--- config.mk ---
export PLATFORM = sky130hd
export DESIGN_NAME = bb3_back
export DESIGN_NICKNAME = d
export VERILOG_FILES = /design/src/rtl/bb3_pkg.sv /design/src/rtl/bb3_back.sv
export VERILOG_INCLUDE_DIRS = /design/src /design/src/rtl
export SDC_FILE = /design/constraint.sdc
export NUM_CORES = 1
export LEC_CHECK = 0
export ABC_AREA = 0
export BUFFER_PORTS_ARGS = -buffer_cell sky130_fd_sc_hd__buf_2
export CAP_MARGIN = 25
export CORE_AREA = 2 2 239 241
export DETAILED_ROUTE_END_ITERATION = 6
export DIE_AREA = 0 0 241 243
export PLACE_DENSITY = 0.56
export REMOVE_ABC_BUFFERS = 1
export SLEW_MARGIN = 10
export SYNTH_ARGS = -nofsm -noshare
export SYNTH_HDL_FRONTEND = slang
export SYNTH_SLANG_ARGS = --single-unit
--- constraint.sdc ---
create_clock -name clk_i -period 15.2 [get_ports clk_i]
set_clock_uncertainty 0.15 [all_clocks]
set_input_delay 0 -clock clk_i [delete_from_list [all_inputs] [get_ports clk_i]]
set_output_delay 0 -clock clk_i [all_outputs]
set_load 0.005 [all_outputs]
--- src/rtl/assert_macros.svh ---
// Assertion helpers shared by the RTL files.
// Each check is sampled on the rising edge of clk_i and is off while rst_ni is low.
`ifndef ASSERT_MACROS_SVH
`define ASSERT_MACROS_SVH

// The condition implies the expression in the same cycle.
`define ASSERT_NOW(label, cond, expr, msg) \
  label: assert property (@(posedge clk_i) disable iff (!rst_ni) (cond) |-> (expr)) \
    else $error(msg);

// The condition implies the expression in the next cycle.
`define ASSERT_NEXT(label, cond, expr, msg) \
  label: assert property (@(posedge clk_i) disable iff (!rst_ni) (cond) |=> (expr)) \
    else $error(msg);

`endif

--- src/rtl/bb3_pkg.sv ---
package bb3_pkg;

  // Pixel layout: channel 0 is red, 1 is green, 2 is blue, red in the lowest byte.
  localparam int NUM_CH = 3;
  localparam int CH_W   = 8;
  localparam int PIX_W  = NUM_CH * CH_W;
  localparam int CH_MAX = 255;

  // Configuration registers.
  localparam int CFG_W_BITS = 11;
  localparam int CFG_H_BITS = 13;
  localparam int CFG_DATA_W = 13;
  localparam int CFG_IDX_W  = 1;

  localparam logic [CFG_IDX_W-1:0] REG_FRAME_WIDTH  = 1'd0;
  localparam logic [CFG_IDX_W-1:0] REG_FRAME_HEIGHT = 1'd1;

  localparam logic [CFG_W_BITS-1:0] FRAME_WIDTH_RESET  = 11'd1024;
  localparam logic [CFG_H_BITS-1:0] FRAME_HEIGHT_RESET = 13'd768;

  // Defaults of the top level parameters.
  localparam int DEF_MAX_WIDTH  = 1024;
  localparam int DEF_MAX_HEIGHT = 4096;

  // Sum widths: top plus middle of one column, then sums over up to three columns.
  localparam int TM_W  = CH_W + 1;
  localparam int TMS_W = TM_W + 2;
  localparam int BTS_W = CH_W + 2;
  localparam int ACC_W = 12;

  // Division by 4, 6 or 9 as a multiply by a scaled reciprocal. For sums below
  // 4096 the truncated product equals the exact quotient.
  localparam int RECIP_SHIFT = 16;
  localparam int RECIP_W     = 15;
  localparam int RECIP_4     = 2 ** (RECIP_SHIFT - 2);
  localparam int RECIP_6     = (2 ** RECIP_SHIFT + 5) / 6;
  localparam int RECIP_9     = (2 ** RECIP_SHIFT + 8) / 9;

  // Queue between the front and the back.
  localparam int QUEUE_DEPTH = 4;
  localparam int CNT_W       = $clog2(QUEUE_DEPTH + 1);

  typedef enum logic [1:0] {
    DIV_4,
    DIV_6,
    DIV_9
  } div_e;

  // One averaging job as handed from the front to the back.
  typedef struct packed {
    logic [NUM_CH-1:0][TMS_W-1:0] tm_sum;
    logic [NUM_CH-1:0][BTS_W-1:0] bt_sum;
    div_e                         div;
    logic                         last;
  } job_t;

  function automatic logic [RECIP_W-1:0] recip_of(div_e div);
    logic [RECIP_W-1:0] res;
    unique case (div)
      DIV_4:   res = RECIP_W'(RECIP_4);
      DIV_6:   res = RECIP_W'(RECIP_6);
      DIV_9:   res = RECIP_W'(RECIP_9);
      default: res = '0;
    endcase
    return res;
  endfunction

  // Half the divisor, rounded down, for round-half-up.
  function automatic logic [2:0] half_of(div_e div);
    logic [2:0] res;
    unique case (div)
      DIV_4:   res = 3'd2;
      DIV_6:   res = 3'd3;
      DIV_9:   res = 3'd4;
      default: res = '0;
    endcase
    return res;
  endfunction

endpackage

--- src/rtl/bb3_back.sv ---
`include "assert_macros.svh"

module bb3_back (
  input  logic                      clk_i,
  input  logic                      rst_ni,
  input  logic                      q_valid_i,
  input  bb3_pkg::job_t             job_i,
  output logic                      pop_o,
  output logic                      m_tvalid_o,
  input  logic                      m_tready_i,
  output logic [bb3_pkg::PIX_W-1:0] m_tdata_o,
  output logic                      m_tlast_o
);

  localparam int NCH    = bb3_pkg::NUM_CH;
  localparam int CHW    = bb3_pkg::CH_W;
  localparam int PROD_W = bb3_pkg::ACC_W + bb3_pkg::RECIP_W;
  localparam int QUO_W  = PROD_W - bb3_pkg::RECIP_SHIFT;

  logic                               b1_valid_q;
  logic [NCH-1:0][bb3_pkg::ACC_W-1:0] b1_x_q, x_d;
  bb3_pkg::div_e                      b1_div_q;
  logic                               b1_last_q;
  logic                               out_free, b1_ready;

  logic [NCH-1:0][PROD_W-1:0]         prod;
  logic [NCH-1:0][QUO_W-1:0]          quo;
  logic [NCH-1:0][CHW-1:0]            res;
  logic [bb3_pkg::RECIP_W-1:0]        recip;

  logic                               out_valid_q;
  logic [NCH-1:0][CHW-1:0]            out_data_q;
  logic                               out_last_q;

  // Two stages with ready chaining: rounding add, then reciprocal multiply.
  assign out_free = !out_valid_q || m_tready_i;
  assign b1_ready = !b1_valid_q || out_free;
  assign pop_o    = q_valid_i && b1_ready;

  always_comb begin
    for (int ch = 0; ch < NCH; ch++) begin
      x_d[ch] = bb3_pkg::ACC_W'(job_i.tm_sum[ch]) + bb3_pkg::ACC_W'(job_i.bt_sum[ch])
              + bb3_pkg::ACC_W'(bb3_pkg::half_of(job_i.div));
    end
  end

  // Quotient by reciprocal; the clamp only guards the channel range.
  assign recip = bb3_pkg::recip_of(b1_div_q);
  always_comb begin
    for (int ch = 0; ch < NCH; ch++) begin
      prod[ch] = PROD_W'(b1_x_q[ch]) * PROD_W'(recip);
      quo[ch]  = prod[ch][bb3_pkg::RECIP_SHIFT +: QUO_W];
      res[ch]  = (quo[ch] > QUO_W'(bb3_pkg::CH_MAX)) ? CHW'(bb3_pkg::CH_MAX)
                                                     : quo[ch][CHW-1:0];
    end
  end

  // Valid bits of both stages.
  always_ff @(posedge clk_i or negedge rst_ni) begin
    if (!rst_ni) begin
      b1_valid_q  <= 1'b0;
      out_valid_q <= 1'b0;
    end else begin
      if (b1_ready) begin
        b1_valid_q <= pop_o;
      end
      if (out_free) begin
        out_valid_q <= b1_valid_q;
      end
    end
  end

  // Stage payloads.
  always_ff @(posedge clk_i) begin
    if (pop_o) begin
      b1_x_q    <= x_d;
      b1_div_q  <= job_i.div;
      b1_last_q <= job_i.last;
    end
    if (b1_valid_q && out_free) begin
      out_data_q <= res;
      out_last_q <= b1_last_q;
    end
  end

  assign m_tvalid_o = out_valid_q;
  assign m_tdata_o  = out_data_q;
  assign m_tlast_o  = out_last_q;

  `ASSERT_NEXT(BackPopLoadsStage, pop_o, b1_valid_q, "popped job did not reach the rounding stage")

endmodule

==> impl_metrics.json <==
{
  "wl_per_cell_um": 16.0,
  "synth_most_common_cell": "inv_1",
  "cp_data_arrival_time_ns": 6.92,
  "crit_start": "b1_div_q[1]$_DFFE_PP_",
  "hp-class": "primary input to flop",
  "ys_async_sr_fraction_pct": 3.03,
  "synth.distinct_cells": 61,
  "min_from": "job_i[13]",
  "start_util_pct": 29.9,
  "start_kind": "flop",
  "min_path_cells": 4,
  "min_period_ns": 6.99,
  "htree_levels": 3,
  "first_iter_violations": 610,
  "cts-buffers-inserted": 9,
  "drv_cap": 0,
  "syn-cell-area_mm2": 0.0167,
  "slew_headroom_pct": 50.9,
  "criticalPathCategory": "flop to flop",
  "synth_top_area_cell": "fa_1",
  "clkLatencyLatePin_ns": 0.38,
  "grt_overflow": 0,
  "drt-pass1-iter-count": 5,
  "setup_ws_ns": 8.21,
  "status": "finished clean",
  "synth_ff_type": "edfxtp_1",
  "tritoncts": "built",
  "crit_family": "adder cells",
  "p_leak_nw": 10.1,
  "synth_top_cells_by_count": "464 x inv_1, 298 x ha_1, 280 x fa_1, 101 x nand2_1, 91 x and2_1",
  "pre_cts_slack_ns": 8.24,
  "yosys-top-cells-area": "fa_1 34%, ha_1 22%, edfxtp_1 12%, inv_1 10%, and2_1 3.4%",
  "rsz0062_at_grt": "no",
  "ios": 97,
  "worstReg2RegStart": "b1_div_q[1]$_DFFE_PP_",
  "dieHeight_um": 243,
  "clockBufferDepth": 2,
  "fin_nets": 2480,
  "ant_nets": 0,
  "finalSetupTns_ns": 0,
  "post-route-period-util_pct": 46.0,
  "min_to": "b1_x_q[12]$_DFFE_PP_",
  "cts_resized": 0,
  "cts_setup_buffers": 0,
  "synth_seq_area_share_pct": 11.8,
  "p_per_area_mw_per_mm2": 157,
  "totalWireLength_um": 41500,
  "track_usage_pct": 15.0,
  "vias": 11751,
  "tightestPinTransition_ns": 0.731,
  "critPathRequiredTime_ns": 15.12,
  "die-area_mm2": 0.0586,
  "rr_endpoint": "m_tdata_o[13]$_SDFFCE_PN1P_",
  "clkTransAtPathRegs_ns": 0.07,
  "clock-sinks": 66,
  "synth_edf_count": 64,
  "finalSetupViolations": 0,
  "finalMaxSlewViolations": 0,
  "synth_top_area_share_pct": 33.5,
  "cts_root_buffer": "clkbuf_16",
  "antenna_found_initial": 3,
  "grt_pass1_vias": 12770,
  "antenna_cells": 0,
  "hold_viol": 0,
  "die_x_um": 241,
  "cts_hold_buf": 18,
  "area_growth_pct": 11.2,
  "r2r_cells": 21,
  "drive_gt1_share_pct": 6.97,
  "place_hpwl_um": 36700,
  "grt_pass1_wl_um": 68100,
  "syn_inst": 1725,
  "crit_fanout": 21,
  "syn_avg_cell_area_um2": 9.69,
  "drc": 0,
  "worstPathCellList": "inv_1 > ha_1 > buf_4 > and2_1 > fa_1 > inv_1 > fa_1 > inv_1 > fa_1 > fa_1 > inv_1 > fa_1 > inv_1 > ha_1 > a211oi_1 > o21ai_0 > and2_1 > or4_4 > a311oi_2 > xnor2_1 > o2111ai_1",
  "cp_slowest_cell": "ha_1",
  "rrSetupSlack_ns": 8.21,
  "gp_congestion": 0.896,
  "yosysWarnings": 0,
  "core_area_mm2": 0.0560,
  "clock.fmax_ghz": 0.143,
  "ys_seq_elements": 66,
  "critPathCaptureType": "flop",
  "io_buffers": 96,
  "nFillCells": 5734,
  "num_rows": 87,
  "grt_start_max_net_pins": 41,
  "vias_per_cell": 4.53,
  "critPathBufInv": 6,
  "ir_drop_uv": 97.3,
  "slowest_delay_ns": 0.58
}
[area by class of cell]
class / instances / area (um^2) / share of cell area (%)
flip-flops and latches: 66 / 1970 / 10.6
repair buffers: 120 / 706 / 3.80
well taps: 756 / 946 / 5.09
inverters: 464 / 1740 / 9.38
multi-input cells: 1171 / 12900 / 69.5
clock buffers: 9 / 225 / 1.21
clock inverters: 7 / 77.6 / 0.418
[state kept, by name, summed over array words and instances (netlist names)]
register    count
m_tdata_o      24
b1_last_q       1
m_tvalid_o      1
b1_div_q        2
b1_x_q         36
m_tlast_o       1
b1_valid_q      1
[where the power goes]
group | switching, mW | internal, mW
sequential | 0.0330 | 0.303
combinational | 1.35 | 0.993
clock | 0.106 | 0.129
[kinds of logic after synthesis]
logic type / Yosys count / synth area share [%]
AO/OA/AOI/OAI: 175 / 6.85
XOR/XNOR: 65 / 3.45
adder cells (fa/ha/maj): 578 / 55.9
buffers and inverters: 488 / 11.0
flip-flops: 66 / 11.8
multiplexers: 3 / 0.180
AND/OR/NAND/NOR: 350 / 10.8
[cell usage in the layout (no fill, tap or decap), types with 6 or more instances in the layout]
cell / Yosys / routed
inv_1: 464 / 464
ha_1: 298 / 298
fa_1: 280 / 280
nand2_1: 101 / 101
buf_2: 0 / 96
and2_1: 91 / 91
edfxtp_1: 64 / 64
a21oi_1: 47 / 47
nor2_1: 44 / 44
xor2_1: 34 / 34
xnor2_1: 30 / 30
o21ai_0: 29 / 29
nand3_1: 26 / 26
a21o_1: 22 / 22
nand4_1: 19 / 19
dlygate4sd3_1: 0 / 18
nor3_1: 16 / 16
nand2b_1: 14 / 14
nor2b_1: 11 / 11
o211ai_1: 11 / 11
a211oi_1: 11 / 11
a31oi_1: 9 / 9
clkbuf_16: 0 / 9
nand4b_1: 6 / 6
and3_1: 6 / 6
buf_4: 0 / 6
[per-stage QoR]
| stage | area (um^2) | utilization [%] | power [mW] | hold WS, ns | instances |
|---|---|---|---|---|---|
| floorplan | 16600 | - | 2.08 | -0.446 | 1701 |
| global placement | 18100 | 32.3 | 2.64 | -0.365 | 2559 |
| detailed placement | 18100 | 32.3 | 2.67 | -0.361 | 2559 |
| CTS | 18600 | 33.2 | 2.95 | 0.00843 | 2593 |
| global route | 18600 | 33.2 | 3.29 | 0.0381 | 2593 |
| finish | 18600 | 33.2 | 2.91 | 0.0199 | 2593 |
[per-layer routing]
metal	vias up	global-route usage [%]	wire length, um
met5	-	0	39
met4	6	4.30	941
met3	56	2.68	1840
met2	221	24.4	19200
met1	5788	20.4	19500
li1	5680	-	-
[how the worst max path moves through the flow]
stage | end | slack [ns] | depth (start not counted)
after global routing | m_tdata_o[13]$_SDFFCE_PN1P_ | 7.66 | 21
after detailed placement | m_tdata_o[13]$_SDFFCE_PN1P_ | 8.24 | 21
after CTS | m_tdata_o[13]$_SDFFCE_PN1P_ | 8.21 | 21
after global placement | m_tdata_o[13]$_SDFFCE_PN1P_ | 8.41 | 21
after floorplan | m_tdata_o[13]$_SDFFCE_PN1P_ | 8.99 | 17
final | m_tdata_o[13]$_SDFFCE_PN1P_ | 8.21 | 21
[tightest hold or removal path, cell delays in order]
cell   delay, ns
buf_2       0.10
inv_1       0.07
fa_1        0.16
inv_1       0.05
(Power assumes the default switching activity.)
