## src/rtl/assert_macros.svh

```systemverilog
// Assertion helpers shared by the RTL files.
// Each check is sampled on the rising edge of clk_i and is off while rst_ni is low.
`ifndef ASSERT_MACROS_SVH
`define ASSERT_MACROS_SVH

// The condition implies the expression in the same cycle.
`define ASSERT_NOW(label, cond, expr, msg) \
  label: assert property (@(posedge clk_i) disable iff (!rst_ni) (cond) |-> (expr)) \
    else $error(msg);

// The condition implies the expression in the next cycle.
`define ASSERT_NEXT(label, cond, expr, msg) \
  label: assert property (@(posedge clk_i) disable iff (!rst_ni) (cond) |=> (expr)) \
    else $error(msg);

`endif

```

## src/rtl/bb3_pkg.sv

```systemverilog
package bb3_pkg;

  // Pixel layout: channel 0 is red, 1 is green, 2 is blue, red in the lowest byte.
  localparam int NUM_CH = 3;
  localparam int CH_W   = 8;
  localparam int PIX_W  = NUM_CH * CH_W;
  localparam int CH_MAX = 255;

  // Configuration registers.
  localparam int CFG_W_BITS = 11;
  localparam int CFG_H_BITS = 13;
  localparam int CFG_DATA_W = 13;
  localparam int CFG_IDX_W  = 1;

  localparam logic [CFG_IDX_W-1:0] REG_FRAME_WIDTH  = 1'd0;
  localparam logic [CFG_IDX_W-1:0] REG_FRAME_HEIGHT = 1'd1;

  localparam logic [CFG_W_BITS-1:0] FRAME_WIDTH_RESET  = 11'd1024;
  localparam logic [CFG_H_BITS-1:0] FRAME_HEIGHT_RESET = 13'd768;

  // Defaults of the top level parameters.
  localparam int DEF_MAX_WIDTH  = 1024;
  localparam int DEF_MAX_HEIGHT = 4096;

  // Sum widths: top plus middle of one column, then sums over up to three columns.
  localparam int TM_W  = CH_W + 1;
  localparam int TMS_W = TM_W + 2;
  localparam int BTS_W = CH_W + 2;
  localparam int ACC_W = 12;

  // Division by 4, 6 or 9 as a multiply by a scaled reciprocal. For sums below
  // 4096 the truncated product equals the exact quotient.
  localparam int RECIP_SHIFT = 16;
  localparam int RECIP_W     = 15;
  localparam int RECIP_4     = 2 ** (RECIP_SHIFT - 2);
  localparam int RECIP_6     = (2 ** RECIP_SHIFT + 5) / 6;
  localparam int RECIP_9     = (2 ** RECIP_SHIFT + 8) / 9;

  // Queue between the front and the back.
  localparam int QUEUE_DEPTH = 4;
  localparam int CNT_W       = $clog2(QUEUE_DEPTH + 1);

  typedef enum logic [1:0] {
    DIV_4,
    DIV_6,
    DIV_9
  } div_e;

  // One averaging job as handed from the front to the back.
  typedef struct packed {
    logic [NUM_CH-1:0][TMS_W-1:0] tm_sum;
    logic [NUM_CH-1:0][BTS_W-1:0] bt_sum;
    div_e                         div;
    logic                         last;
  } job_t;

  function automatic logic [RECIP_W-1:0] recip_of(div_e div);
    logic [RECIP_W-1:0] res;
    unique case (div)
      DIV_4:   res = RECIP_W'(RECIP_4);
      DIV_6:   res = RECIP_W'(RECIP_6);
      DIV_9:   res = RECIP_W'(RECIP_9);
      default: res = '0;
    endcase
    return res;
  endfunction

  // Half the divisor, rounded down, for round-half-up.
  function automatic logic [2:0] half_of(div_e div);
    logic [2:0] res;
    unique case (div)
      DIV_4:   res = 3'd2;
      DIV_6:   res = 3'd3;
      DIV_9:   res = 3'd4;
      default: res = '0;
    endcase
    return res;
  endfunction

endpackage

```

## src/rtl/bb3_fifo.sv

```systemverilog
`include "assert_macros.svh"

module bb3_fifo #(
  parameter int  DEPTH = bb3_pkg::QUEUE_DEPTH,
  parameter type T     = bb3_pkg::job_t
) (
  input  logic                       clk_i,
  input  logic                       rst_ni,
  input  logic                       push_i,
  input  T                           data_i,
  input  logic                       pop_i,
  output T                           data_o,
  output logic                       valid_o,
  output logic [$clog2(DEPTH+1)-1:0] count_o
);

  localparam int PTR_W = $clog2(DEPTH);
  localparam int CNT_W = $clog2(DEPTH + 1);

  T                   mem_q [DEPTH];
  logic [PTR_W-1:0]   wr_ptr_q, rd_ptr_q;
  logic [CNT_W-1:0]   count_q;

  assign data_o  = mem_q[rd_ptr_q];
  assign valid_o = (count_q != '0);
  assign count_o = count_q;

  // Pointers and fill count.
  always_ff @(posedge clk_i or negedge rst_ni) begin
    if (!rst_ni) begin
      wr_ptr_q <= '0;
      rd_ptr_q <= '0;
      count_q  <= '0;
    end else begin
      if (push_i) begin
        wr_ptr_q <= (wr_ptr_q == PTR_W'(DEPTH - 1)) ? '0 : wr_ptr_q + PTR_W'(1);
      end
      if (pop_i) begin
        rd_ptr_q <= (rd_ptr_q == PTR_W'(DEPTH - 1)) ? '0 : rd_ptr_q + PTR_W'(1);
      end
      unique case ({push_i, pop_i})
        2'b10:   count_q <= count_q + CNT_W'(1);
        2'b01:   count_q <= count_q - CNT_W'(1);
        default: count_q <= count_q;
      endcase
    end
  end

  // Entry storage.
  always_ff @(posedge clk_i) begin
    if (push_i) begin
      mem_q[wr_ptr_q] <= data_i;
    end
  end

  `ASSERT_NOW(FifoNoOverflow, push_i, count_q < CNT_W'(DEPTH), "push into a full queue")
  `ASSERT_NOW(FifoNoUnderflow, pop_i, count_q != '0, "pop from an empty queue")

endmodule

```

## config.mk

```make
export PLATFORM = sky130hd
export DESIGN_NAME = bb3_fifo
export DESIGN_NICKNAME = d
export VERILOG_FILES = /design/src/rtl/bb3_pkg.sv /design/src/rtl/bb3_fifo.sv
export VERILOG_INCLUDE_DIRS = /design/src /design/src/rtl
export SDC_FILE = /design/constraint.sdc
export NUM_CORES = 1
export LEC_CHECK = 0
export BUFFER_PORTS_ARGS = -buffer_cell sky130_fd_sc_hd__buf_2
export CORE_ASPECT_RATIO = 0.6
export CORE_UTILIZATION = 35
export DETAILED_ROUTE_END_ITERATION = 6
export SETUP_SLACK_MARGIN = 0.2
export SLEW_MARGIN = 25
export SYNTH_ARGS = -nofsm -noshare
export SYNTH_HDL_FRONTEND = slang
export SYNTH_SLANG_ARGS = --single-unit
```

## constraint.sdc

```tcl
create_clock -name clk_i -period 2.6 [get_ports clk_i]
set_input_delay 0 -clock clk_i [delete_from_list [all_inputs] [get_ports clk_i]]
set_output_delay 0 -clock clk_i [all_outputs]
set_load 0.02 [all_outputs]
```

==> results of run 1 <==
==> state kept, by name, summed over array words and instances (netlist names) <==
name	count
mem_q	264
rd_ptr_q	2
wr_ptr_q	2
count_o	3
==> how the worst max path moves through the flow <==
stage,from,end,cells past startpoint
2_1_floorplan,wr_ptr_q[0],mem_q[2][0],3
3_3_place_gp,wr_ptr_q[0],mem_q[0][60],4
3_5_place_dp,wr_ptr_q[0],mem_q[0][39],4
4_1_cts,rd_ptr_q[0],data_o[45],3
5_1_grt,rd_ptr_q[1],data_o[27],3
6_report,rd_ptr_q[1],data_o[27],3
==> metal layers <==
layer	up-vias	wire, µm	GRT usage, %
met5	-	0	0
met4	0	261	2.76
met2	133	9190	21.6
met3	24	1220	4.00
li1	2119	-	-
met1	2477	9130	19.5
==> cell usage in the layout, fill, tap and decap left out, types with 3 or more instances in the layout <==
cell             n
and2_4           4
buf_12           7
buf_2          139
buf_4           10
clkbuf_16       26
clkinv_1         6
clkinv_2         6
dfrtp_1          5
dlygate4sd3_1   70
edfxtp_1       264
ha_1             6
inv_1            6
mux4_2          66
o21ai_0          3
==> critical path, cell delays in order (launching register included) <==
cell and delay [ns]:
dfrtp_4 0.94, buf_12 0.26, mux4_2 0.34, buf_2 0.18
==> kinds of logic (layout without fill, tap and decap cells) <==
group,after synthesis,count (layout)
AO/OA/AOI/OAI,3,3
buffers and inverters,21,278
multiplexers,68,68
flip-flops,271,271
AND/OR/NAND/NOR,10,10
XOR/XNOR,3,3
adder cells (fa/ha/maj),7,7
==> final cells by class <==
cell class / instances / area [µm²]
fillers: 2345 / 15000
flip-flops and latches: 271 / 8110
multi-input cells: 91 / 1710
repair buffers: 226 / 1610
clock buffers: 28 / 658
well taps: 367 / 459
clock inverters: 18 / 156
inverters: 6 / 22.5
==> metrics by stage <==
step	std cells	instance area (µm²)	util, %
after floorplan	383	9960	-
after global placement	883	11200	40.2
after detailed placement	883	11200	40.2
after CTS	999	12700	45.6
after global routing	1007	12700	45.8
final	1007	12700	45.8
==> timing repair <==
| item | 4_1_cts | 5_1_grt |
|---|---|---|
| endpoints found under the hold margin | 282 | 0 |
| hold buffers | 70 | 0 |
| buffers inserted | 0 | 8 |
| endpoints found under the setup margin | 0 | 13 |
==> power groups by stage <==
stage,Sequential [mW],Clock (mW),Combinational [mW]
after floorplan,5.85,0,3.04
after global placement,6.10,0,4.11
after detailed placement,6.15,0,4.17
after CTS,6.05,3.70,4.27
after global routing,6.08,3.90,4.60
final,6.00,3.61,4.29
==> reports/metrics.yaml, run 1 <==
status: "finished with violations"
failed_checks: "DRC"
first_global_vias: 5165
worstHoldEndpoint: "mem_q[3][14]"
die_y_um: 133
synthMuxAreaShare_pct: 15.2
antenna_found_initial: 0
core-area_um2: 27800
maxSlewHeadroom_pct: 46.8
synth-edff-count: 264
synth-simple-area-share_pct: 0.528
drv_cap: 0
path_class: "reg -> out"
pwr_density_cell_nw_per_um2: 1090
synth.most_common_cell: "edfxtp_1"
ios: 140
path_clk_slew_ns: 0.06
rows: 47
seq_area_frac_synth_pct: 81.4
timing.rr.end: "mem_q[0][37]"
rrSetupSlack_ns: 0.75
max_clock_freq_ghz: 0.441
internal_power_mw: 9.55
min_period_ns: 2.27
post_synth_num_cell_types: 19
layout-drive-gt1-share_pct: 41.9
reg2regPathDepth: 4
grt_usage_pct: 13.9
grt_max_degree: 52
viasPerCell: 4.72
synthTopCellsByCount: "edfxtp_1 (264), mux4_2 (66), dfrtp_1 (7), ha_1 (6), inv_1 (6)"
tightestPinTransition_ns: 0.798
r2r_start: "wr_ptr_q[0]"
ys_warn_count: 0
synth_nets: 460
synth_top_area_share_pct: 79.6
ant_nets: 0
synthCells: 383
numCtsBuffers: 26
skew_ns: 0.0144
synth-xor-area-share_pct: 0.264
setup.worst_path.end_class: "output port"
finalMaxSlewViolations: 0
routed_wl_um: 19800
synthAdderAreaFrac_pct: 0.955
dp_slack_ns: 0.723
power_mw: 13.9
worst-endpoint-arrival_ns: 2.27
ir_drop_mv: 0.479
rsz0062_at_grt: "false"
via_count: 4753
drc: 16
clk_path_buf_depth: 3
combPwrFrac_pct: 30.9
hold_start: "data_i[14]"
syn_avg_cell_area_um2: 26.0
die_area_um2: 29100
drtPass1Iterations: 6
path_max_fanout: 51
worstPathRequired_ns: 2.60
htreeDepth: 1
cts_resized: 0
cts_tree: "done"
hold_viol: 0
fin_ws_ns: 0.332
synth-seq-cells: 271
synth_compound_area_share_pct: 0.151
synth.area.top_cells: "edfxtp_1 (80%), mux4_2 (15%), dfrtp_1 (1.8%)"
holdWs_ns: 0.220
clk_latency_ns: 0.54
hold_depth: 2
area_growth_pct: 27.8
synth_top_area_cell: "edfxtp_1"
clkSinkCount: 271
port_buffers: 139
dp_hpwl_um: 12000
avgRoutedWirePerCell_um: 19.7
power_leakage_nw: 4.40
place.gp.congestion: 0.756
grt-ovfl-total: 0
swShare_pct: 31.3
setup_viol: 0
timing.setup.tns_ns: 0
p_sw_mw: 4.35
p_clk_share_pct: 25.9
synth_top_family_by_area: "multiplexers"
min_path_type: "in -> reg"
p_seq_share_pct: 43.2
grt_pass1_wl_um: 30200
diodes: 0
layout.nets: 699
initial_utilization_pct: 35.9
yosys_most_used_dff: "edfxtp_1"
period_share_pct: 87.2
die_w_um: 220
syn_area_um2: 9960
synthArstFlopShare_pct: 2.58
clockRootBuffer: "clkbuf_16"
worstSetupStartpointType: "flop"
drt_first_iter_violations: 323
Power figures use the tool's default switching activity.
==> run 2: changes to the inputs <==
--- a/config.mk
+++ b/config.mk
@@ -6,6 +6,7 @@
 export SDC_FILE = /design/constraint.sdc
 export NUM_CORES = 1
 export LEC_CHECK = 0
+export ABC_AREA = 1
 export BUFFER_PORTS_ARGS = -buffer_cell sky130_fd_sc_hd__buf_2
 export CORE_ASPECT_RATIO = 0.6
 export CORE_UTILIZATION = 35
==> run 2 against run 1 <==
Effect of this change: the flow now finishes without violations; utilization decreased by 1.0 points; die area increased by 10%; global-route usage increased by 0.84 points; cell count increased by 45%; final area increased by 7.1%; routed wire length increased by 19%; clock power decreased by 1%; sequential share of layout area decreased by 4.3 points; count of clock-buffer cells in the layout increased by 7; critical path type unchanged.
==> reports/metrics.yaml, run 2 <==
status: "finished, final reports clean"
worstHoldEndpoint: "mem_q[1][16]"
holdWs_ns: 0.205  # -0.0145 ns
rsz0062_at_grt: "false"
dp_hpwl_um: 14400  # +19%
port_buffers: 139  # unchanged
via_count: 6536  # +38%
timing.rr.end: "mem_q[2][63]"
path_class: "reg -> out"
regMostFlops: "mem_q"
clk_path_buf_depth: 3  # unchanged
max_clock_freq_ghz: 0.447  # +1.3%
timing.setup.tns_ns: 0  # unchanged
die_y_um: 139  # +5.0%
tightestPinTransition_ns: 0.958  # +0.160 ns
antenna_found_initial: 3  # +3
yosys_most_used_dff: "edfxtp_1"
synth.most_common_cell: "edfxtp_1"
synthTopCellsByCount: "edfxtp_1 (264), nand2_1 (211), inv_1 (145), o211ai_1 (112), o211ai_2 (20)"
initial_utilization_pct: 36.1  # +0.27 points
synth_top_area_share_pct: 72.1  # -7.5 points
grt_max_degree: 80  # +54%
pwr_density_cell_nw_per_um2: 1060  # -2.6%
post_synth_num_cell_types: 19  # unchanged
synthCells: 823  # +110%
nFillCells: 2779  # +19%
layout-drive-gt1-share_pct: 20.6  # -21 points
synth-seq-cells: 271  # unchanged
grt_usage_pct: 14.7  # +0.84 points
min_period_ns: 2.24  # -0.0290 ns
layout_common_cells: "edfxtp_1 (264), nand2_1 (211), inv_1 (141), buf_2 (139), o211ai_1 (112)"
place.gp.congestion: 0.709  # -6.2%
finalMaxSlewViolations: 0  # unchanged
reg2regPathDepth: 5  # +1
period_share_pct: 86.1  # -1.1 points
placed_cell_area_um2: 12100  # +8.6%
worstPathRequired_ns: 2.60  # about the same
skew_ns: 0.0156  # +0.00125 ns
fin_ws_ns: 0.361  # +0.0290 ns
layout.nets: 1109  # +59%
drtPass1Iterations: 4  # -2
largest_reg_flops: 264  # unchanged
die_area_um2: 32100  # +10%
path_max_fanout: 79  # +55%
synth-edff-count: 264  # unchanged
postLayoutCellArea_um2: 13600  # +7.1%
htreeDepth: 1  # unchanged
drc: 0  # -16
cts_setup_buffers: 0  # unchanged
ys_warn_count: 0  # unchanged
met2_length_um: 10000  # +9.3%
dp_slack_ns: 0.595  # -0.128 ns
synthArstFlopShare_pct: 2.58  # unchanged
viasPerCell: 4.47  # -5.3%
worstSetupStartpointType: "flop"
routed_wl_um: 23500  # +19%
r2r_start: "wr_ptr_q[0]"
avgRoutedWirePerCell_um: 16.1  # -18%
die_w_um: 231  # +5.0%
cts_tree: "done"
clkSinkCount: 271  # unchanged
grt_pass1_wl_um: 36400  # +21%
grt-ovfl-total: 0  # unchanged
path_clk_slew_ns: 0.07  # about the same
routed.top_layer: "met5"
clockRootBuffer: "clkbuf_16"
worst-endpoint-arrival_ns: 2.24  # -0.03 ns
final_common_cell: "edfxtp_1"
rows: 49  # +4.3%
maxSlewHeadroom_pct: 36.2  # -11 points
wirelength_met1_um: 12000  # +31%
setup.worst_path.end_class: "output port"
first_global_vias: 6236  # +21%
min_path_type: "in -> reg"
synth_nets: 900  # +96%
power_mw: 14.5  # +4.3%
ios: 140  # unchanged
setup_viol: 0  # unchanged
synth_top_area_cell: "edfxtp_1"
core-area_um2: 30400  # +9.6%
power_leakage_nw: 5.52  # +25%
ant_nets: 0  # unchanged
syn_avg_cell_area_um2: 13.4  # -49%
hold_start: "data_i[16]"
numCtsBuffers: 26  # unchanged
ir_drop_mv: 0.536  # +12%
syn_area_um2: 11000  # +10%
area_growth_pct: 24.0
drv_cap: 0  # unchanged
hold_depth: 2  # unchanged
drt_first_iter_violations: 391  # +21%
hold_viol: 0  # unchanged
synth.area.top_cells: "edfxtp_1 (72%), o211ai_1 (7.7%), nand2_1 (7.2%)"
wl_met3_um: 1090  # -11%
seq_area_frac_synth_pct: 73.7  # -7.7 points
clk_latency_ns: 0.55  # about the same
rrSetupSlack_ns: 0.64  # -0.11 ns
## run 2: cell count changes after synthesis, sizes merged, moves of 4 or more
cell	change
inv	+141
clkbuf	+7
buf	+22
o211ai	+132
mux4	-66
nand2	+209
and2	-4
## run 2: worst max path at each step
stage                start           end  slack, ns  cells past startpoint
6_report       rd_ptr_q[0]    data_o[64]       0.36                      6
5_1_grt        rd_ptr_q[0]    data_o[64]       0.21                      6
4_1_cts        rd_ptr_q[0]    data_o[64]       0.27                      6
3_5_place_dp   wr_ptr_q[0]  mem_q[2][19]       0.59                      5
3_3_place_gp   wr_ptr_q[0]  mem_q[2][19]       0.65                      5
2_1_floorplan  wr_ptr_q[0]   mem_q[2][0]       0.22                      4
## run 2: per-layer routing
metal	up-vias	global-route usage, %
met5	-	0
met2	138	21.5
met4	2	3.07
met3	32	2.97
met1	3077	22.4
li1	3287	-
## run 2: stage by stage
step | std cells | util (%)
finish | 1462 | 44.8
global route | 1461 | 44.8
CTS | 1460 | 44.7
detailed placement | 1342 | 39.8
global placement | 1342 | 39.8
floorplan | 823 | -
## run 2: cell type report
class                      instances  area (µm²)  area share, %
sequential                       271        8100           59.5
multi-input combinational        361        2040           14.9
tap                              408         510           3.75
clock inverter                    13         104          0.762
clock buffer                      35         684           5.02
inverter                         147         584           4.29
timing repair buffer             225        1600           11.8
antenna                            2        5.00         0.0367
## run 2: logic make-up after synthesis
| group | synth area share, % |
|---|---|
| flops | 73.7 |
| simple gates | 7.42 |
| buf+inv | 7.75 |
| compound gates | 10.2 |
| fa+ha+maj | 0.865 |
| xor+xnor | 0.0797 |
## run 2: worst max-delay path: stages (launching register included)
cell and delay [ns]:
dfrtp_1 0.42, bufinv_16 0.41, buf_16 0.30, nand2_1 0.08
o211ai_1 0.12, nand2_1 0.13, buf_2 0.18
## run 2: what timing repair did
item,in CTS,in global routing
resized for setup,0,4
hold buffers,70,0
hold endpoints to repair,277,0
setup endpoints to repair,0,30
## run 2: power by group
part | internal (mW) | switching [mW]
registers | 5.60 | 0.180
logic | 1.60 | 3.55
clock network | 1.96 | 1.60
==> run 3: changes to the inputs <==
--- a/config.mk
+++ b/config.mk
@@ -9,8 +9,10 @@
 export ABC_AREA = 1
 export BUFFER_PORTS_ARGS = -buffer_cell sky130_fd_sc_hd__buf_2
 export CORE_ASPECT_RATIO = 0.6
-export CORE_UTILIZATION = 35
+export CORE_MARGIN = 2
+export CORE_UTILIZATION = 52
 export DETAILED_ROUTE_END_ITERATION = 6
+export PLACE_DENSITY = 0.76
 export SETUP_SLACK_MARGIN = 0.2
 export SLEW_MARGIN = 25
 export SYNTH_ARGS = -nofsm -noshare
==> run 3 against run 2 <==
Effect of this change: clock skew is 0.0074 ns lower; utilization is 20 points higher; routed wire length is 6.3% lower; hold slack better by 0.040 ns; first-iteration DRC count is 20% higher; final area is 0.97% lower; largest cell class unchanged.
==> reports/metrics.yaml, run 3 (synthesis results as in run 2) <==
routed_wl_um: 22000  # -6.3%
viasPerCell: 5.01  # +12%
first_global_vias: 6367  # +2.1%
path_max_fanout: 21  # -73%
status: "finished, final reports clean"
period_share_pct: 83.6  # -2.5 points
rows: 41  # -16%
timing.setup.tns_ns: 0  # unchanged
power_leakage_nw: 5.53  # +0.11%
grt_max_degree: 117  # +46%
p_seq_share_pct: 40.1  # +0.2 points
fin_cells: 1330  # -9.0%
dp.cells: 1214  # -9.5%
p_sw_mw: 5.18  # -2.9%
drc: 0  # unchanged
grt_usage_pct: 19.9  # +5.2 points
rrSetupSlack_ns: 0.81  # +0.17 ns
grt-ovfl-total: 0  # unchanged
setup_viol: 0  # unchanged
grt_pass1_wl_um: 33900  # -6.8%
die_y_um: 117  # -16%
layout-drive-gt1-share_pct: 20.6  # -0.056 points
via_count: 6659  # +1.9%
ir_drop_mv: 0.792  # +48%
pwr_density_cell_nw_per_um2: 1070  # +0.31%
swShare_pct: 36.0  # -0.81 points
htreeDepth: 1  # unchanged
min_path_type: "in -> reg"
numCtsBuffers: 25  # -3.8%
fin_ws_ns: 0.426  # +0.0649 ns
largest_reg_flops: 264  # unchanged
skew_ns: 0.00823  # -0.00740 ns
worst-endpoint-arrival_ns: 2.17  # -0.07 ns
finalMaxSlewViolations: 0  # unchanged
maxSlewHeadroom_pct: 42.8  # +6.7 points
die_w_um: 192  # -17%
layout.nets: 1109  # unchanged
core-area_um2: 20900  # -31%
nFillCells: 1483  # -47%
dp_hpwl_um: 13400  # -6.7%
worstPathRequired_ns: 2.60  # about the same
layout_common_cells: "edfxtp_1 (264), nand2_1 (211), inv_1 (141), buf_2 (139), o211ai_1 (112)"
min_period_ns: 2.17  # -0.0649 ns
final_util_pct: 64.6  # +20 points
dp_slack_ns: 0.809  # +0.214 ns
tightestPinTransition_ns: 0.858  # -0.0999 ns
clk_latency_ns: 0.51  # -0.04 ns
setup.worst_path.end_class: "output port"
cts_setup_buffers: 0  # unchanged
clk_path_buf_depth: 3  # unchanged
cts_tree: "done"
clkSinkCount: 271  # unchanged
hold_viol: 0  # unchanged
ant_nets: 0  # unchanged
area_growth_pct: 22.8
holdWs_ns: 0.245  # +0.0397 ns
internal_power_mw: 9.22  # +0.60%
initial_utilization_pct: 52.6  # +16 points
combPwrFrac_pct: 35.9  # +0.4 points
place.gp.congestion: 0.725  # +2.3%
die_area_um2: 22400  # -30%
final_common_cell: "edfxtp_1"
path_class: "reg -> out"
path_clk_slew_ns: 0.07  # about the same
avgRoutedWirePerCell_um: 16.6  # +3.0%
clockRootBuffer: "clkbuf_16"
drv_cap: 0  # unchanged
drtPass1Iterations: 5  # +1
port_buffers: 139  # unchanged
rsz0062_at_grt: "false"
max_clock_freq_ghz: 0.460  # +3.0%
p_clk_share_pct: 24.0  # -0.6 points
regMostFlops: "mem_q"
antenna_found_initial: 1  # -2
worstSetupStartpointType: "flop"
drt_first_iter_violations: 468  # +20%
ios: 140  # unchanged
run 3: changes by cell type in the layout (fill, tap and decap cells not counted):
cell        change
buf_12          +6
clkinv_2        -6
inv_2           +5
buf_4           -3
buf_16          -1
buf_6           -1
bufinv_16       +1
clkbuf_1        -1
clkbuf_16       -1
clkinv_8        -1
clkinvlp_4      +1
diode_2         -1
inv_6           -1
run 3: power by group through the flow:
stage | sequential (mW) | clock [mW] | combinational [mW]
global placement | 5.85 | 0 | 4.96
detailed placement | 5.87 | 0 | 5.06
floorplan | 5.90 | 0 | 3.44
global route | 5.83 | 3.72 | 5.65
CTS | 5.78 | 3.52 | 5.15
finish | 5.78 | 3.46 | 5.16
run 3: critical path, cell delays in order, from the launching register on:
cell	delay, ns
dfrtp_2	0.40
inv_2	0.44
buf_4	0.38
o211ai_1	0.17
nand2_1	0.10
buf_2	0.16
run 3: final cells by class:
class	count	area, µm²	share of cell area, %
timing repair buffer	226	1660	12.3
multi-input combinational	361	2040	15.1
clock buffer	33	656	4.86
antenna	1	2.50	0.0185
inverter	147	578	4.28
clock inverter	12	111	0.825
sequential	271	8100	60.0
tap	279	349	2.59
run 3: worst paths after layout:
| kind | from | endpoint | depth (start not counted) |
|---|---|---|---|
| setup reg to reg | wr_ptr_q[0] | mem_q[0][55] | 5 |
| hold reg to reg | count_o[0] | count_o[0] | 1 |
| hold / removal | data_i[21] | mem_q[2][21] | 2 |
| min in group asynchronous | rst_ni | wr_ptr_q[1] | 3 |
| setup / recovery | rd_ptr_q[1] | data_o[60] | 5 |
| max in group asynchronous | rst_ni | rd_ptr_q[1] | 3 |
run 3: through the flow:
step,power [mW],cell area [µm²]
final,14.4,13500
after global routing,15.2,13500
after CTS,14.5,13500
after detailed placement,10.9,12000
after global placement,10.8,12000
after floorplan,9.34,11000
run 3: metal layers:
| layer | GRT usage, % | share of wire [%] | vias up |
|---|---|---|---|
| met5 | 0 | 0 | - |
| met4 | 4.87 | 1.3 | 0 |
| met3 | 3.40 | 6.4 | 27 |
| met2 | 31.3 | 44 | 189 |
| met1 | 29.4 | 48 | 3160 |
| li1 | - | - | 3283 |
run 3: repair_timing:
item / 4_1_cts / 5_1_grt
resized for setup: 0 / 2
hold buffers: 70 / 0
endpoints found under the hold margin: 277 / 0
endpoints found under the setup margin: 0 / 1
